<file path="src/hw/rtl/gsi_pkg.sv">
// gsi_pkg: shared types and constants of the weighted Gini split impurity block.
// No dependencies; imported by every module of the block.
package gsi_pkg;

   localparam int FIELD_BITS    = 32;  // width of count fields and total registers
   localparam int IMP_BITS      = 16;  // width of the impurity result
   localparam int CSR_DATA_BITS = 32;
   localparam int CSR_ADDR_BITS = 3;

   // register select, taken from paddr bit 2
   localparam logic REG_TOTAL_A = 1'b0;
   localparam logic REG_TOTAL_B = 1'b1;

   // sideband that travels with every transaction down the pipeline
   typedef struct packed {
      logic undef;
      logic last;
   } gsi_tag_type;

endpackage

</file>
<file path="src/hw/rtl/gsi_div_step.sv">
// gsi_div_step: one registered step of restoring division, one quotient bit.
// Depends on gsi_pkg.
module gsi_div_step import gsi_pkg::*; #(
   parameter int RW = 101,
   parameter int QW = 17
) (
   input  logic          clock,
   input  logic          reset,
   input  logic          en,
   input  logic          in_valid,
   input  logic [RW-1:0] in_rem,
   input  logic [RW-1:0] in_den,
   input  logic [QW-1:0] in_quo,
   input  gsi_tag_type   in_tag,
   output logic          out_valid,
   output logic [RW-1:0] out_rem,
   output logic [RW-1:0] out_den,
   output logic [QW-1:0] out_quo,
   output gsi_tag_type   out_tag
);

   logic [RW-1:0] shifted, rem_ff, rem_in, den_ff;
   logic [QW-1:0] quo_ff, quo_in;
   gsi_tag_type   tag_ff;
   logic          valid_ff, ge;

   always_comb begin
      shifted = {in_rem[RW-2:0], 1'b0};
      ge      = (shifted >= in_den);
      rem_in  = ge ? (shifted - in_den) : shifted;
      quo_in  = {in_quo[QW-2:0], ge};
   end

   always_ff @(posedge clock) begin
      if (en) begin
         rem_ff <= rem_in;
         den_ff <= in_den;
         quo_ff <= quo_in;
         tag_ff <= in_tag;
      end
   end

   always_ff @(posedge clock) begin
      if (reset) begin
         valid_ff <= 1'b0;
      end else if (en) begin
         valid_ff <= in_valid;
      end
   end

   assign out_valid = valid_ff;
   assign out_rem   = rem_ff;
   assign out_den   = den_ff;
   assign out_quo   = quo_ff;
   assign out_tag   = tag_ff;

endmodule

</file>
<file path="config.mk">
export PLATFORM = sky130hd
export DESIGN_NAME = gsi_div_step
export DESIGN_NICKNAME = d
export VERILOG_FILES = /design/src/hw/rtl/gsi_pkg.sv /design/src/hw/rtl/gsi_div_step.sv
export SDC_FILE = /design/constraint.sdc
export NUM_CORES = 1
export LEC_CHECK = 0
export BUFFER_PORTS_ARGS = -buffer_cell sky130_fd_sc_hd__buf_2
export CAP_MARGIN = 25
export CORE_AREA = 2 2 175 177
export CTS_CLUSTER_DIAMETER = 100
export DETAILED_ROUTE_END_ITERATION = 8
export DIE_AREA = 0 0 177 179
export GPL_ROUTABILITY_DRIVEN = 0
export PLACE_DENSITY = 0.77
export SLEW_MARGIN = 15
export SYNTH_ARGS = -nofsm -noshare
export SYNTH_HDL_FRONTEND = slang
export SYNTH_SLANG_ARGS = --single-unit
</file>
<file path="constraint.sdc">
create_clock -name clock -period 7.4 [get_ports clock]
set_clock_uncertainty 0.1 [all_clocks]
set_input_delay 0.37 -clock clock [delete_from_list [all_inputs] [get_ports clock]]
set_output_delay 0.37 -clock clock [all_outputs]
set_load 0.02 [all_outputs]
</file>
==> impl_metrics.json <==
{
  "grt-ovfl-total": 0,
  "synth.area.top_cells": "edfxtp_1 45%, ha_1 8.6%, a21oi_1 5.4%, nand2_1 5.0%, inv_1 3.6%",
  "numPortBuffers": 444,
  "hold_class": "in2reg",
  "worst_slew_pin_slew_ns": 1.05,
  "dpl.hpwl_mm": 34.4,
  "slew_headroom_pct": 30.1,
  "ys_warn_count": 0,
  "synth.most_common_cell": "edfxtp_1",
  "syn_avg_cell_area_um2": 9.43,
  "setup_viol": 0,
  "synth.distinct_cells": 75,
  "synth_ff_type": "edfxtp_1",
  "outcome": "finished, final reports clean",
  "synth_area_um2": 14700,
  "cts_resized": 0,
  "reg2reg_to": "out_valid",
  "ys_seq_area_share_pct": 45.3,
  "synth_common_cells": "221 x edfxtp_1, 195 x nand2_1, 158 x a21oi_1",
  "die_h_um": 179,
  "max-vdd-ir-drop_v": 0.000192,
  "drv_cap": 0,
  "clock_latency_ns": 0.53,
  "dieArea_um2": 31700,
  "synth_top_cell_by_area": "edfxtp_1",
  "crit_cells": 14,
  "dr.pass1.iters": 8,
  "path_buf_inv": 2,
  "core_um2": 30000,
  "pin_count": 447,
  "clkTransAtPathRegs_ns": 0.07,
  "drtAntennaViolNets": 0,
  "syn_nets": 1884,
  "whs_path_depth": 3,
  "antenna_found_initial": 3,
  "cp.arrival_ns": 4.71,
  "grt_max_degree": 114,
  "vias": 14000,
  "cts-hold-fix-buffers": 122,
  "wire_per_inst_um": 18.3,
  "htree_levels": 1,
  "drive_gt1_share_pct": 24.2,
  "clockBufferDepth": 3,
  "drtIter0Drc": 1221,
  "grt_pass1_vias": 13500,
  "syn2layout_area_growth_pct": 30.2,
  "final.min_clock_period_ns": 4.56,
  "finalHoldViolCount": 0,
  "syn_inst": 1557,
  "postCtsSetupBuffers": 0,
  "path_delay_family": "compound AO/OA/AOI/OAI gates",
  "crit_fanout": 4,
  "initial_core_util_pct": 48.9,
  "maxSlewViolCount": 0,
  "dp.cells": 2324,
  "reg2regPathDepth": 3,
  "crit_slowest_cell": "a211oi_1",
  "synth_top_area_share_pct": 45.2,
  "hold_path_end": "out_rem[45]",
  "max_clock_freq_ghz": 0.219,
  "grt_pass1_wl_mm": 68.5,
  "min_period_over_period_pct": 61.6,
  "hold_slack_ns": 0.0338,
  "worst-setup-path-type": "in2reg",
  "cp-start-kind": "input port",
  "final_cell_count_no_fill": 2495,
  "cp.required_ns": 7.55,
  "num_rows": 64,
  "crit_path_end_kind": "flop",
  "hp-start": "in_rem[44]",
  "fin_setup_tns_ns": 0,
  "cts_root_buffer": "clkbuf_16",
  "leakagePower_nw": 8.49,
  "cts_inserted_buffers": 25,
  "async_flop_share_pct": 0,
  "drc": 0,
  "final_nets": 2405,
  "wirelength_mm": 45.7,
  "ff2ff_setup_slack_ns": 6.16,
  "path_cells": "dlygate4sd3_1 -> buf_2 -> fa_1 -> nand2b_1 -> a21oi_1 -> o21ai_0 -> a211oi_1 -> o31a_1 -> a21oi_1 -> o21ai_1 -> a31oi_1 -> o41ai_1 -> xnor2_1 -> o21ai_1",
  "avgViaCountPerCell": 5.60,
  "rsz0062_at_grt": "no",
  "timing.rr.start": "out_valid",
  "die_w_um": 177,
  "p_per_area_nw_per_um2": 209,
  "synth-seq-cells": 222,
  "track_usage_pct": 27.3,
  "clkSinkCount": 222,
  "synth-edff-count": 221,
  "slowest_delay_ns": 0.67,
  "cts_tree": "done"
}
-- worst min-delay path, cell delays in order --
cell and delay (ns):
buf_2 0.09, nand2_1 0.04, o21ai_1 0.06
-- per-layer routing --
layer | vias up | part of all wire, % | global-route usage (%)
li1 | 6699 | - | -
met1 | 6460 | 38 | 32.3
met2 | 687 | 49 | 48.4
met3 | 114 | 8.7 | 5.98
met4 | 2 | 3.5 | 10.1
met5 | - | 0.028 | 0
-- worst max path at each step --
stage                          start     endpoint  slack [ns]
after CTS                  in_den[2]  out_rem[71]        2.62
final                      in_den[0]  out_rem[98]        2.84
after global placement     in_den[2]  out_rem[71]        2.65
after detailed placement   in_den[2]  out_rem[71]        2.61
after global routing      in_den[15]  out_rem[92]        2.72
after floorplan           in_den[60]  out_rem[97]        4.08
-- flip-flops by register name, indices dropped and copies added, names as in the netlist --
register,flops
out_tag,2
out_quo,17
out_den,101
out_rem,101
out_valid,1
-- power by group --
group	total, mW	switching [mW]	internal, mW
logic	1.24	0.781	0.454
registers	1.59	0.0337	1.55
clock network	1.17	0.511	0.659
-- logic make-up after synthesis --
kind of cell             share of synthesized area, %
AND/OR/NAND/NOR                                  12.9
AO/OA/AOI/OAI                                    21.4
flip-flops                                       45.3
multiplexers                                    0.222
adder cells (fa/ha/maj)                          8.74
buffers and inverters                            6.00
XOR/XNOR                                         5.43
-- layout make-up --
| type | instances | area, µm² |
|---|---|---|
| Timing Repair Buffer | 571 | 3510 |
| Clock buffer | 30 | 644 |
| Clock inverter | 16 | 123 |
| Fill cell | 2370 | 10900 |
| Multi-Input combinational cell | 1117 | 7150 |
| Sequential cell | 222 | 6660 |
| Tap cell | 396 | 495 |
| Inverter | 141 | 532 |
| Antenna cell | 2 | 5.00 |
-- metrics by stage --
stage          instance area, µm²  power [mW]  util [%]  setup WS [ns]
3_5_place_dp                17100        2.77      56.9           2.61
5_1_grt                     19100        4.17      63.7           2.72
2_1_floorplan               14700        2.38         -           4.08
3_3_place_gp                17100        2.74      56.9           2.65
6_report                    19100        3.99      63.7           2.84
4_1_cts                     19100        3.99      63.6           2.62
-- cells in the final DEF, fill, tap and decap left out, types with 5 or more instances in the layout --
cell type	netlist	routed
a211oi_1	8	8
a21boi_0	8	8
a21o_1	46	46
a21oi_1	158	158
a31oi_1	13	13
and3_1	6	6
buf_2	28	443
clkbuf_1	44	5
clkbuf_16	0	25
clkinv_1	0	5
dlygate4sd3_1	0	122
edfxtp_1	221	221
ha_1	101	101
inv_1	140	140
nand2_1	195	195
nand2b_1	10	10
nand3_1	10	10
nand4_1	59	59
nor2_1	77	77
nor2b_1	8	8
nor3_1	14	14
nor4_1	10	10
o211ai_1	9	9
o21a_1	14	14
o21ai_0	77	77
o21ai_1	93	93
o21bai_1	34	34
o31ai_1	9	9
xnor2_1	55	55
xor2_1	36	36
(Power assumes the default switching activity.)
